`config.mk`:
```
export PLATFORM = sky130hd
export DESIGN_NAME = addressed_serial_frame_receiver
export DESIGN_NICKNAME = d
export VERILOG_FILES = /design/src/design/asfr_pkg.sv /design/src/design/addressed_serial_frame_receiver.sv /design/src/design/asfr_payload_ram.sv /design/src/design/asfr_parser.sv /design/src/design/asfr_out_fifo.sv
export VERILOG_INCLUDE_DIRS = /design/src /design/src/design
export SDC_FILE = /design/constraint.sdc
export NUM_CORES = 2
export LEC_CHECK = 0
export BUFFER_PORTS_ARGS = -buffer_cell sky130_fd_sc_hd__buf_2
export CAP_MARGIN = 40
export CORE_MARGIN = 5
export CORE_UTILIZATION = 61
export CTS_CLUSTER_DIAMETER = 30
export CTS_CLUSTER_SIZE = 28
export DETAILED_ROUTE_END_ITERATION = 10
export PLACE_DENSITY = 0.77
export SLEW_MARGIN = 20
export SYNTH_ARGS = -nofsm -noshare
export SYNTH_HDL_FRONTEND = slang
export SYNTH_SLANG_ARGS = --single-unit
```
`constraint.sdc`:
```
create_clock -name clk_i -period 7.3 [get_ports clk_i]
set_input_delay 0.73 -clock clk_i [delete_from_list [all_inputs] [get_ports clk_i]]
set_output_delay 0.73 -clock clk_i [all_outputs]
set_load 0.005 [all_outputs]
```
`src/design/addressed_serial_frame_receiver_defines.svh`:
```
// Assertion helpers for the frame receiver. Clock is clk_i, reset is rst_ni.
`ifndef ADDRESSED_SERIAL_FRAME_RECEIVER_DEFINES_SVH
`define ADDRESSED_SERIAL_FRAME_RECEIVER_DEFINES_SVH
`ifndef SYNTHESIS
`define ASFR_ASSERT(lbl, prop) \
  lbl: assert property (@(posedge clk_i) disable iff (!rst_ni) prop) \
    else $error("asfr assertion failed");
`define ASFR_ASSERT_MSG(lbl, prop, msg) \
  lbl: assert property (@(posedge clk_i) disable iff (!rst_ni) prop) \
    else $error(msg);
`else
`define ASFR_ASSERT(lbl, prop)
`define ASFR_ASSERT_MSG(lbl, prop, msg)
`endif
`endif

```
`src/design/asfr_pkg.sv`:
```
package asfr_pkg;

  localparam int PAYLOAD_DEPTH = 256;
  localparam int PAYLOAD_AW    = $clog2(PAYLOAD_DEPTH);

  localparam logic [7:0] LONG_ADDR_BYTES = 8'd12;

  localparam int OUT_FIFO_DEPTH = 4;
  localparam int OUT_FIFO_AW    = $clog2(OUT_FIFO_DEPTH);
  localparam int OUT_FIFO_CW    = $clog2(OUT_FIFO_DEPTH + 1);

  // line constants
  localparam logic [7:0] START_BYTE = 8'hBE;
  localparam logic [7:0] FLAGS_MASK = 8'hF0;
  localparam logic [7:0] FLAGS_TAG  = 8'h50;
  localparam int         FLAG_SKIP_BIT = 0;
  localparam int         FLAG_LONG_BIT = 2;

  // parse phases
  localparam logic [2:0] PH_START   = 3'd0;
  localparam logic [2:0] PH_FLAGS   = 3'd1;
  localparam logic [2:0] PH_ADDR    = 3'd2;
  localparam logic [2:0] PH_LENGTH  = 3'd3;
  localparam logic [2:0] PH_PAYLOAD = 3'd4;
  localparam logic [2:0] PH_SUM_LO  = 3'd5;
  localparam logic [2:0] PH_SUM_HI  = 3'd6;

  // request / result kinds
  localparam logic REQ_LINE_BYTE = 1'b0;
  localparam logic REQ_READ      = 1'b1;
  localparam logic KIND_REPORT   = 1'b0;
  localparam logic KIND_READ     = 1'b1;

  // frame status codes
  localparam logic [1:0] ST_DELIVERED = 2'd0;
  localparam logic [1:0] ST_IGNORED   = 2'd1;
  localparam logic [1:0] ST_BAD_SUM   = 2'd2;

  // register indexes
  localparam logic [7:0] REG_STATION_ID = 8'd0;
  localparam logic [7:0] REG_UUID_WORD0 = 8'd1;
  localparam logic [7:0] REG_UUID_WORD1 = 8'd2;
  localparam logic [7:0] REG_UUID_WORD2 = 8'd3;

  typedef struct packed {
    logic       req_type;
    logic [7:0] rx_byte;
    logic [7:0] read_index;
  } in_item_t;

  typedef struct packed {
    logic       result_kind;
    logic [1:0] frame_status;
    logic [7:0] frame_length;
    logic [7:0] read_data;
  } out_item_t;

  typedef struct packed {
    logic [7:0]  station_id;
    logic [31:0] uuid_word0;
    logic [31:0] uuid_word1;
    logic [31:0] uuid_word2;
  } cfg_t;

  typedef struct packed {
    logic                  en;
    logic [PAYLOAD_AW-1:0] addr;
    logic [7:0]            data;
  } pay_wr_t;

  typedef struct packed {
    logic       valid;
    logic [1:0] status;
    logic [7:0] length;
  } report_t;

endpackage

```
`src/design/addressed_serial_frame_receiver.sv`:
```
// A result passes through the parse/RAM read stage and then the result queue
//   head before it appears on out_valid_o.
// Throughput: one item per cycle; input stalls only when the 4-entry result
//   queue plus the in-flight stage hold four results.
// Reset (rst_ni, async low): parser waits for a start byte, registers clear,
//   result queue empties. Payload RAM is not cleared.
`include "addressed_serial_frame_receiver_defines.svh"

module addressed_serial_frame_receiver
  import asfr_pkg::*;
(
  input  logic        clk_i,
  input  logic        rst_ni,
  // input item channel
  input  logic        in_valid_i,
  output logic        in_stall_o,
  input  in_item_t    in_item_i,
  // result channel
  output logic        out_valid_o,
  input  logic        out_stall_i,
  output out_item_t   out_item_o,
  // register write channel
  input  logic        cfg_valid_i,
  output logic        cfg_ready_o,
  input  logic [7:0]  cfg_index_i,
  input  logic [31:0] cfg_data_i
);

  // ---------------------------------------------------------------------------
  // Register file. The user must write these only while the receiver is idle;
  // the block itself does not enforce this. The parser reads them with no shadowing.
  // ---------------------------------------------------------------------------
  cfg_t cfg_q;

  assign cfg_ready_o = 1'b1;

  always_ff @(posedge clk_i or negedge rst_ni) begin
    if (!rst_ni) begin
      cfg_q <= '0;
    end else if (cfg_valid_i && cfg_ready_o) begin
      case (cfg_index_i)
        REG_STATION_ID: cfg_q.station_id <= cfg_data_i[7:0];
        REG_UUID_WORD0: cfg_q.uuid_word0 <= cfg_data_i;
        REG_UUID_WORD1: cfg_q.uuid_word1 <= cfg_data_i;
        REG_UUID_WORD2: cfg_q.uuid_word2 <= cfg_data_i;
        default: ;
      endcase
    end
  end

  // ---------------------------------------------------------------------------
  // Input transfer. Line bytes go to the parser, reads go to the payload RAM.
  // Both can never happen in the same cycle since one item arrives per cycle,
  // and a RAM write is visible to any read issued after it.
  // ---------------------------------------------------------------------------
  logic in_xfer, line_xfer, read_xfer;

  assign in_xfer   = in_valid_i && !in_stall_o;
  assign line_xfer = in_xfer && (in_item_i.req_type == REQ_LINE_BYTE);
  assign read_xfer = in_xfer && (in_item_i.req_type == REQ_READ);

  pay_wr_t    pay_wr;
  report_t    report;
  logic [7:0] rd_data;

  asfr_parser u_parser (
    .clk_i        (clk_i),
    .rst_ni       (rst_ni),
    .byte_valid_i (line_xfer),
    .rx_byte_i    (in_item_i.rx_byte),
    .cfg_i        (cfg_q),
    .pay_wr_o     (pay_wr),
    .report_o     (report)
  );

  asfr_payload_ram u_ram (
    .clk_i     (clk_i),
    .wr_i      (pay_wr),
    .rd_en_i   (read_xfer),
    .rd_addr_i (in_item_i.read_index[PAYLOAD_AW-1:0]),
    .rd_data_o (rd_data)
  );

  // ---------------------------------------------------------------------------
  // Result stage: lines up the end-of-frame report with the registered RAM
  // read data. It never stalls; it always drains into the queue next cycle.
  // ---------------------------------------------------------------------------
  logic       p1_valid_q;
  logic       p1_kind_q;
  logic [1:0] p1_status_q;
  logic [7:0] p1_length_q;
  out_item_t  p1_item;

  always_ff @(posedge clk_i or negedge rst_ni) begin
    if (!rst_ni) begin
      p1_valid_q <= 1'b0;
    end else begin
      p1_valid_q <= report.valid || read_xfer;
    end
  end

  always_ff @(posedge clk_i) begin
    if (read_xfer) begin
      p1_kind_q   <= KIND_READ;
      p1_status_q <= ST_DELIVERED;
      p1_length_q <= 8'd0;
    end else if (report.valid) begin
      p1_kind_q   <= KIND_REPORT;
      p1_status_q <= report.status;
      p1_length_q <= report.length;
    end
  end

  always_comb begin
    p1_item.result_kind  = p1_kind_q;
    p1_item.frame_status = p1_status_q;
    p1_item.frame_length = p1_length_q;
    p1_item.read_data    = (p1_kind_q == KIND_READ) ? rd_data : 8'd0;
  end

  // ---------------------------------------------------------------------------
  // Result queue. Stall comes from registered occupancy only, counting the
  // result already in flight, so the queue can never overflow.
  // ---------------------------------------------------------------------------
  logic [OUT_FIFO_CW-1:0] q_count;
  logic [OUT_FIFO_CW:0]   occupancy;

  asfr_out_fifo u_out_fifo (
    .clk_i       (clk_i),
    .rst_ni      (rst_ni),
    .push_i      (p1_valid_q),
    .push_item_i (p1_item),
    .out_valid_o (out_valid_o),
    .out_stall_i (out_stall_i),
    .out_item_o  (out_item_o),
    .count_o     (q_count)
  );

  assign occupancy  = {1'b0, q_count} + {{OUT_FIFO_CW{1'b0}}, p1_valid_q};
  assign in_stall_o = occupancy >= (OUT_FIFO_CW + 1)'(OUT_FIFO_DEPTH);

  `ASFR_ASSERT_MSG(a_read_replies, read_xfer |=> p1_valid_q && p1_kind_q == KIND_READ, "read reply missing")

endmodule

```
`src/design/asfr_payload_ram.sv`:
```
module asfr_payload_ram
  import asfr_pkg::*;
(
  input  logic                  clk_i,
  input  pay_wr_t               wr_i,
  input  logic                  rd_en_i,
  input  logic [PAYLOAD_AW-1:0] rd_addr_i,
  output logic [7:0]            rd_data_o
);

  logic [7:0] mem [PAYLOAD_DEPTH];
  logic [7:0] rd_data_q;

  always_ff @(posedge clk_i) begin
    if (wr_i.en) begin
      mem[wr_i.addr] <= wr_i.data;
    end
  end

  always_ff @(posedge clk_i) begin
    if (rd_en_i) begin
      rd_data_q <= mem[rd_addr_i];
    end
  end

  assign rd_data_o = rd_data_q;

endmodule

```
`src/design/asfr_parser.sv`:
```
`include "addressed_serial_frame_receiver_defines.svh"

module asfr_parser
  import asfr_pkg::*;
(
  input  logic       clk_i,
  input  logic       rst_ni,
  input  logic       byte_valid_i,
  input  logic [7:0] rx_byte_i,
  input  cfg_t       cfg_i,
  output pay_wr_t    pay_wr_o,
  output report_t    report_o
);

  logic [2:0]  phase_q, phase_d;
  logic [15:0] sum_q, sum_d;
  logic [7:0]  sum_lo_q, sum_lo_d;
  logic [7:0]  len_q, len_d;
  logic [7:0]  pos_q, pos_d;
  logic        skip_q, skip_d;
  logic        long_q, long_d;

  logic [15:0] sum_shift;
  logic [31:0] uuid_word;
  logic [7:0]  uuid_byte;

  assign sum_shift = {sum_q[14:0], 1'b0} ^ {8'h00, rx_byte_i};

  always_comb begin
    case (pos_q[3:2])
      2'd0:    uuid_word = cfg_i.uuid_word0;
      2'd1:    uuid_word = cfg_i.uuid_word1;
      default: uuid_word = cfg_i.uuid_word2;
    endcase
  end

  assign uuid_byte = uuid_word[{pos_q[1:0], 3'b000} +: 8];

  always_comb begin
    phase_d  = phase_q;
    sum_d    = sum_q;
    sum_lo_d = sum_lo_q;
    len_d    = len_q;
    pos_d    = pos_q;
    skip_d   = skip_q;
    long_d   = long_q;
    pay_wr_o = '0;
    report_o = '0;
    if (byte_valid_i) begin
      case (phase_q)
        PH_START: begin
          if (rx_byte_i == START_BYTE) begin
            sum_d   = {8'h00, rx_byte_i};
            phase_d = PH_FLAGS;
          end
        end
        PH_FLAGS: begin
          sum_d = sum_shift;
          if ((rx_byte_i & FLAGS_MASK) != FLAGS_TAG) begin
            phase_d = PH_START;
          end else begin
            skip_d  = rx_byte_i[FLAG_SKIP_BIT];
            long_d  = rx_byte_i[FLAG_LONG_BIT];
            pos_d   = 8'd0;
            phase_d = PH_ADDR;
          end
        end
        PH_ADDR: begin
          sum_d = sum_shift;
          if (long_q) begin
            if (rx_byte_i != uuid_byte) begin
              skip_d = 1'b1;
            end
            pos_d = pos_q + 8'd1;
            if (pos_q + 8'd1 >= LONG_ADDR_BYTES) begin
              phase_d = PH_LENGTH;
            end
          end else begin
            if (rx_byte_i != cfg_i.station_id) begin
              skip_d = 1'b1;
            end
            phase_d = PH_LENGTH;
          end
        end
        PH_LENGTH: begin
          sum_d = sum_shift;
          if (rx_byte_i == 8'd0) begin
            phase_d = PH_START;
          end else begin
            len_d   = rx_byte_i;
            pos_d   = 8'd0;
            phase_d = PH_PAYLOAD;
          end
        end
        PH_PAYLOAD: begin
          sum_d         = sum_shift;
          pay_wr_o.en   = 1'b1;
          pay_wr_o.addr = pos_q[PAYLOAD_AW-1:0];
          pay_wr_o.data = rx_byte_i;
          if ({1'b0, pos_q} + 9'd1 >= {1'b0, len_q}) begin
            phase_d = PH_SUM_LO;
          end
          if (pos_q != 8'hFF) begin
            pos_d = pos_q + 8'd1;
          end
        end
        PH_SUM_LO: begin
          sum_lo_d = rx_byte_i;
          phase_d  = PH_SUM_HI;
        end
        PH_SUM_HI: begin
          phase_d         = PH_START;
          report_o.valid  = 1'b1;
          report_o.length = len_q;
          if ({rx_byte_i, sum_lo_q} != sum_q) begin
            report_o.status = ST_BAD_SUM;
          end else if (skip_q) begin
            report_o.status = ST_IGNORED;
          end else begin
            report_o.status = ST_DELIVERED;
          end
        end
        default: begin
          phase_d = PH_START;
        end
      endcase
    end
  end

  always_ff @(posedge clk_i or negedge rst_ni) begin
    if (!rst_ni) begin
      phase_q  <= PH_START;
      sum_q    <= '0;
      sum_lo_q <= '0;
      len_q    <= '0;
      pos_q    <= '0;
      skip_q   <= 1'b0;
      long_q   <= 1'b0;
    end else begin
      phase_q  <= phase_d;
      sum_q    <= sum_d;
      sum_lo_q <= sum_lo_d;
      len_q    <= len_d;
      pos_q    <= pos_d;
      skip_q   <= skip_d;
      long_q   <= long_d;
    end
  end

  `ASFR_ASSERT_MSG(a_report_restarts, report_o.valid |=> phase_q == PH_START, "no restart after report")
  `ASFR_ASSERT_MSG(a_payload_len_nz, phase_q == PH_PAYLOAD |-> len_q != 8'd0, "payload with zero length")
  `ASFR_ASSERT_MSG(a_addr_pos_bound, phase_q == PH_ADDR |-> pos_q < LONG_ADDR_BYTES, "long address overrun")

endmodule

```
`src/design/asfr_out_fifo.sv`:
```
`include "addressed_serial_frame_receiver_defines.svh"

module asfr_out_fifo
  import asfr_pkg::*;
(
  input  logic                   clk_i,
  input  logic                   rst_ni,
  input  logic                   push_i,
  input  out_item_t              push_item_i,
  output logic                   out_valid_o,
  input  logic                   out_stall_i,
  output out_item_t              out_item_o,
  output logic [OUT_FIFO_CW-1:0] count_o
);

  out_item_t              entries_q [OUT_FIFO_DEPTH];
  logic [OUT_FIFO_AW-1:0] wr_ptr_q, rd_ptr_q;
  logic [OUT_FIFO_CW-1:0] count_q, count_d;
  logic                   pop;

  assign out_valid_o = count_q != '0;
  assign pop         = out_valid_o && !out_stall_i;
  assign out_item_o  = entries_q[rd_ptr_q];
  assign count_o     = count_q;

  always_comb begin
    count_d = count_q;
    if (push_i && !pop) begin
      count_d = count_q + OUT_FIFO_CW'(1);
    end else if (!push_i && pop) begin
      count_d = count_q - OUT_FIFO_CW'(1);
    end
  end

  always_ff @(posedge clk_i) begin
    if (push_i) begin
      entries_q[wr_ptr_q] <= push_item_i;
    end
  end

  always_ff @(posedge clk_i or negedge rst_ni) begin
    if (!rst_ni) begin
      wr_ptr_q <= '0;
      rd_ptr_q <= '0;
      count_q  <= '0;
    end else begin
      if (push_i) begin
        wr_ptr_q <= wr_ptr_q + OUT_FIFO_AW'(1);
      end
      if (pop) begin
        rd_ptr_q <= rd_ptr_q + OUT_FIFO_AW'(1);
      end
      count_q <= count_d;
    end
  end

  `ASFR_ASSERT_MSG(a_no_overflow, push_i && !pop |-> count_q < OUT_FIFO_CW'(OUT_FIFO_DEPTH), "result queue overflow")

endmodule
```
### After elaboration in Yosys (flattened, before gate mapping)

Memories as Yosys holds them, arrays and structs flattened. A register that Yosys moved wholly into a read port is not among the register bits.
Index checks and enable logic that the tools add are counted.

* register bits after elaboration: 168
* RAM bits: 2124
* input port bits: 62
* output and inout bits: 22
* word-level logic and storage cells: 125
* memories kept: 2

Memory list
* u_ram.mem: depth 256, width 8, read ports 1, clocked after Yosys merged registers in 1, write ports 1, RTL line asfr_payload_ram.sv:11 `logic [7:0] mem [PAYLOAD_DEPTH];`
* u_out_fifo.entries_q: depth 4, width 19, read ports 1, clocked after Yosys merged registers in 0, write ports 1, RTL line asfr_out_fifo.sv:16 `out_item_t entries_q [OUT_FIFO_DEPTH];`

* $add $sub $neg: 7
* order comparisons: 3
* equal/unequal tests: 25
* shift-type cells: 1
* multiplexer cells: 33
* bitwise logic cells: 4
* reductions and logical operators: 32

Operators by type and width (count)
* 32-bit case mux with 2 select lines: 1
* 8-bit two-way mux: 5
* 17-bit two-way mux: 2
* 16-bit case mux with 2 select lines: 1
* 8-bit case mux with 4 select lines: 1
* 32-bit by 6-bit indexed part select with 8-bit output: 1
* 11-bit two-way mux: 2
* 3-bit two-way mux: 7
* 3-bit case mux with 6 select lines: 1
* 8-bit by 2-bit equality test with 1-bit output (second input constant): 2
* 8-bit zero test: 2
* 16-bit two-way mux: 1
* 16-bit != test: 1
* 8-bit != test: 2
* 16-bit by 8-bit bitwise XOR with 16-bit output: 1
* 2-bit AND reduction: 5
* 8-bit by 1-bit adder with 9-bit output (second input constant): 1
* 3-bit equality test (second input constant): 3
* 9-bit by 8-bit >= comparator with 1-bit output: 1
* 1-bit two-way mux: 9
* 3-bit AND reduction: 3
* 8-bit by 1-bit adder with 8-bit output (second input constant): 1
* 8-bit by 1-bit equality test with 1-bit output (second input constant): 1
* 8-bit equality test (second input constant): 1
* other kinds (30): 50

### Longest topological paths before layout

* depth after elaboration: 8
* depth in mapped cells: 12
* depth with buffers taken out: 10

### Modules after synthesis

From an unflattened synthesis, not the netlist that was laid out.

* cell total of the unflattened synthesis: 4561
* area, all modules: 90927.2 um2

By module, submodules not included
* asfr_payload_ram: times used 1, cells an instance 3733, area each 79636.4 um2, seq. area each 61739.2 um2
* addressed_serial_frame_receiver: times used 1, cells an instance 278, area each 4411.7 um2, seq. area each 2847.7 um2
* asfr_parser: times used 1, cells an instance 417, area each 3734.8 um2, seq. area each 1126.1 um2
* asfr_out_fifo: times used 1, cells an instance 133, area each 3144.3 um2, seq. area each 2457.4 um2

### Worst setup path before layout

Ideal clock, no wire load.

* kind: input to register
* from: input in_valid_i
* to: memory u_ram.mem[0][0] (data pin)
* setup time: 0.869 ns
* arrival time: 5.031 ns
* required time: 6.431 ns
* slack: 1.400 ns
* cell stages on the path: 6
* path buffers: 1
* cells stage by stage: inv_1 > nor3_2 > nand2_1 > nor2_1 > clkbuf_1 > and2_1

RTL lines
* from (decl): RTL line addressed_serial_frame_receiver.sv:15 `input logic in_valid_i,`
* to (decl): RTL line asfr_payload_ram.sv:11

### Worst setup path after layout

* from: register p1_valid_q
* to: memory u_ram.mem[116][3], enable pin

* word-level cells in the longest chain between the ends: 8

RTL lines
* from (decl): RTL line addressed_serial_frame_receiver.sv:88 `logic p1_valid_q;`
* from (signal assigned): RTL line addressed_serial_frame_receiver.sv:98 `p1_valid_q <= report.valid || read_xfer;`
* 3-bit by 1-bit adder with 4-bit output (*): RTL line addressed_serial_frame_receiver.sv:139 `assign occupancy = {1'b0, q_count} + {{OUT_FIFO_CW{1'b0}}, p1_valid_q};`
* 4-bit by 3-bit >= comparator with 1-bit output (*): RTL line addressed_serial_frame_receiver.sv:140 `assign in_stall_o = occupancy >= (OUT_FIFO_CW + 1)'(OUT_FIFO_DEPTH);`
* 1-bit zero test (*): RTL line addressed_serial_frame_receiver.sv:58 `assign in_xfer = in_valid_i && !in_stall_o;`
* 1-bit logical AND (*): RTL line addressed_serial_frame_receiver.sv:58
* 1-bit logical AND (*): RTL line addressed_serial_frame_receiver.sv:59 `assign line_xfer = in_xfer && (in_item_i.req_type == REQ_LINE_BYTE);`
* 17-bit two-way mux (*): RTL line asfr_parser.sv:49 `if (byte_valid_i) begin`
* 1-bit two-way mux: RTL line asfr_payload_ram.sv:15 `if (wr_i.en) begin`
* 1-bit two-way mux (implied by the code): RTL line asfr_payload_ram.sv:16 `mem[wr_i.addr] <= wr_i.data;`

Every way passes the cells marked *; elsewhere a longest branch is shown, timed or not.

==> flow_summary_export.csv <==
group,metric,value,unit
route,drt-met1-wl,84.7,mm
timing,timing.final.crit_period,4360,ps
timing,pins_over_slew_limit,0,
synthesis,postSynth.topFlopCell,"sky130_fd_sc_hd__edfxtp_1",
synthesis,synth_mux_area_share,19.3,%
global_routing,globalRoute.totalOverflow,0,
placed_design,detailedPlacementHpwl,120,mm
route,avgRoutedWirePerCell,36.1,um
global_routing,grt_first_pass_wirelength,357,mm
critical_path,worstSetupStartpointType,"register",
synthesis,netlist_top_cells_area,"sky130_fd_sc_hd__edfxtp_1, sky130_fd_sc_hd__mux4_2, sky130_fd_sc_hd__dfrtp_1",
timing,clock.fmax,229,MHz
route,top_signal_layer_used,"met5",
timing,transition_at_the_pin_with_the_smallest_max_transition_slack,1130,ps
flow_run,max_cap_violations,0,
synthesis,mappedNetlistArea,90400,um2
cts,clock_sink_count,2300,
cts,number_of_resized_instances_in_the_post_cts_repair_step,0,
route,finalWirelength,247,mm
finish,post_route_cells_drive_above_1_share,36.1,%
cts,worst_skew_pair.late_latency,930,ps
placed_design,placed_cells_incl_taps,6029,
synthesis,ys_seq_area_share,75.4,%
cts,path_clk_slew,50,ps
floorplanning,die_area,156000,um2
global_routing,grt_antenna_before_repair,13,
finish,final_nets,4653,
route,detail-route-antenna-nets,0,
timing,setup_viol_count_final,0,
cts,tritoncts,"built",
floorplanning,placement_rows,141,
hold_path,worst_hold_path_type,"primary input to register",
route,vias,48100,
critical_path,worst_path_most_repeated_cell,"sky130_fd_sc_hd__nand3_1",
synthesis,synth_top_family_by_area,"multiplexers",
synthesis,synth_top_cell_by_area,"sky130_fd_sc_hd__edfxtp_1",
critical_path,crit_fanout,16,
floorplanning,core-area,147000,um2
cts,inserted_clock_buffers,421,
floorplanning,top_level_ports,84,
finish,layout.cells.non_filler,6844,
route,initialDrtViolationCount,7274,
synthesis,synthXorXnorAreaFrac,0.552,%
timing,timing.setup.tns,0,ps
timing,slew-limit-headroom,24.7,%
synthesis,yosysUniqueCellTypes,59,
cts,postCtsSetupBuffers,0,
critical_path,critical_path.cell_chain,"a31o_2 -> nor3_2 -> nand3_1 -> nor3b_1 -> nand3_1 -> nor2_1",
finish,mostFrequentLayoutCell,"sky130_fd_sc_hd__edfxtp_1",
route,dr_wl_met2,122,mm
synthesis,synth_fa_ha_area_share,0.216,%
route,wl_met3,26.8,mm
route,drt-vias-per-instance,7.03,
global_routing,vias_in_the_first_global_route,49500,
synthesis,postSynthCellCount,4136,
timing,layout_worst_path_cycle_share,59.8,%
critical_path,worstSetupEndpointType,"register",
cts,cts_max_path_buffers,4,
cts,clock_tree.root_cell,"sky130_fd_sc_hd__clkbuf_16",
critical_path,worst-endpoint-required,7830,ps
global_routing,pin_count_of_the_biggest_net_entering_global_routing,165,
power_and_ir_drop,ir_worst_vdd,0.000267,V
synthesis,compound_gate_fraction_of_synth_area,0.871,%
floorplanning,floorplan.initialDensity,61.3,%
cts,htreeDepth,5,
timing,grt_setup_unrepaired,"false",
critical_path,cp_data_arrival_time,4890,ps
synthesis,mappedNetlistNets,4213,
route,drt_pass1_iterations,8,
synthesis,avgSynthCellArea,21.8,um2
power_and_ir_drop,power-per-cell-area,341,nW/um2
synthesis,number_of_enable_flip_flop_cells_after_synthesis,2132,
power_and_ir_drop,total_leakage_power,0.0359,uW
synthesis,synth.top_cell.area_share,70.9,%
placed_design,portBuffers,82,
critical_path,cp_slowest_stage_delay,940,ps
floorplanning,chipHeight,395,um
run_status,outcome,"finished, final reports clean",
synthesis,synthesis.yosys.warnings,0,
route,drc,0,
synthesis,ys_async_rst_share,6.83,%
global_routing,global_route.usage.total,31.7,%
synthesis,postSynthRegisterBits,2300,
finish,final_cell_mix,"sky130_fd_sc_hd__edfxtp_1, sky130_fd_sc_hd__mux4_2, sky130_fd_sc_hd__clkbuf_16, sky130_fd_sc_hd__nor2_1, sky130_fd_sc_hd__dfrtp_1",
finish,syn2layout_area_growth,20.0,%
placed_design,finalWeightedCongestion,0.837,
timing,worst_clock_skew,55.9,ps
floorplanning,die_width,395,um
critical_path,crit_path_top_delay_cell,"sky130_fd_sc_hd__nor2_1",
critical_path,critPathKind,"register to register",
synthesis,yosys.area_share.simple,2.38,%
timing,report.final.hold_viol_count,0,
-- critical path, delay by kind of cell, from the launching register on --
family	cells	cell delay, ps
AOI/OAI and AO/OA	1	330
DFF	1	480
and+or+nand+nor	5	3160
-- synthesized netlist by cell type (all sizes together), types with 2 or more instances --
cell type and count:
o21ai 34, xor2 37, nor2b 10, inv 28, nand4 10, xnor2 20, o21a 2, dfrtp 157
nor3 6, dfxtp 11, and3 5, mux2i 60, and4 2, a31o 2, ha 14, o41ai 3
nand3b 2, nor3b 11, a22oi 23, nor2 297, edfxtp 2132, clkbuf 130, nand2 82, mux2 142
a21oi 31, nor4 12, buf 108, o31ai 5, mux4 675, nand2b 4, and2 21, a211oi 5
o22ai 8, a22o 2, nand3 29
-- kinds of logic after synthesis --
family	Yosys count
AOI/OAI and AO/OA	124
adders and majority gates	15
xor gates and xnor gates	57
DFF	2300
muxes	877
other	1
and+or+nand+nor	495
buffers and inverters	267
-- stage by stage --
stage	worst slack (ps)	utilization [%]	instance area [um2]	power, uW	hold slack [ps]
after floorplan	1400	-	90400	16500	434
after global placement	2330	63.1	93000	17200	465
after detailed placement	2370	63.5	93600	17200	474
after CTS	2930	73.1	108000	37000	18.0
after global routing	2750	73.5	108000	37900	45.5
final	2940	73.5	108000	36900	62.6
-- per-layer routing --
metal	track usage, %	vias to the layer above
met5	0	-
met1	42.2	25100
met4	15.2	10
met3	7.21	759
met2	50.7	4050
li1	-	18200
-- flip-flops by register name (all words and copies together), names as in the netlist, 16 cells and up --
signal                flops
u_ram.mem              2048
cfg_q                   104
u_out_fifo.entries_q     76
u_parser.sum_q           16
-- repair_timing --
item | in CTS | in global routing
hold buffers | 1 | 0
hold endpoints to repair | 86 | 0
setup endpoints to repair | 0 | 0
-- final cells by class --
cell class / count / area [um2]
clock buffer: 467 / 11000
tap: 1930 / 2410
inverter: 29 / 109
clock inverter: 291 / 3310
fill: 7451 / 39100
antenna: 3 / 7.51
sequential: 2300 / 68200
multi-input combinational: 1569 / 21100
timing repair buffer: 255 / 2330
-- worst paths after layout --
kind / startpoint / endpoint / slack, ps / cells past startpoint
min reg2reg: cfg_q[84] / cfg_q[84] / 480 / 1
max in group asynchronous: rst_ni / u_parser.phase_q[1] / 5900 / 5
min: cfg_data_i[22] / cfg_q[54] / 60 / 2
max reg2reg: p1_valid_q / u_ram.mem[116][3] / 2940 / 6
max: p1_valid_q / u_ram.mem[116][3] / 2940 / 6
min in group asynchronous: rst_ni / cfg_q[86] / 150 / 2
-- where the power goes --
part | internal, uW | switching [uW] | leakage [uW]
logic | 965 | 1380 | 0.00777
registers | 14600 | 202 | 0.0213
clock network | 12900 | 6910 | 0.00687
total | 28400 | 8490 | 0.0359
Note: power is estimated with default switching activity, not from simulation.
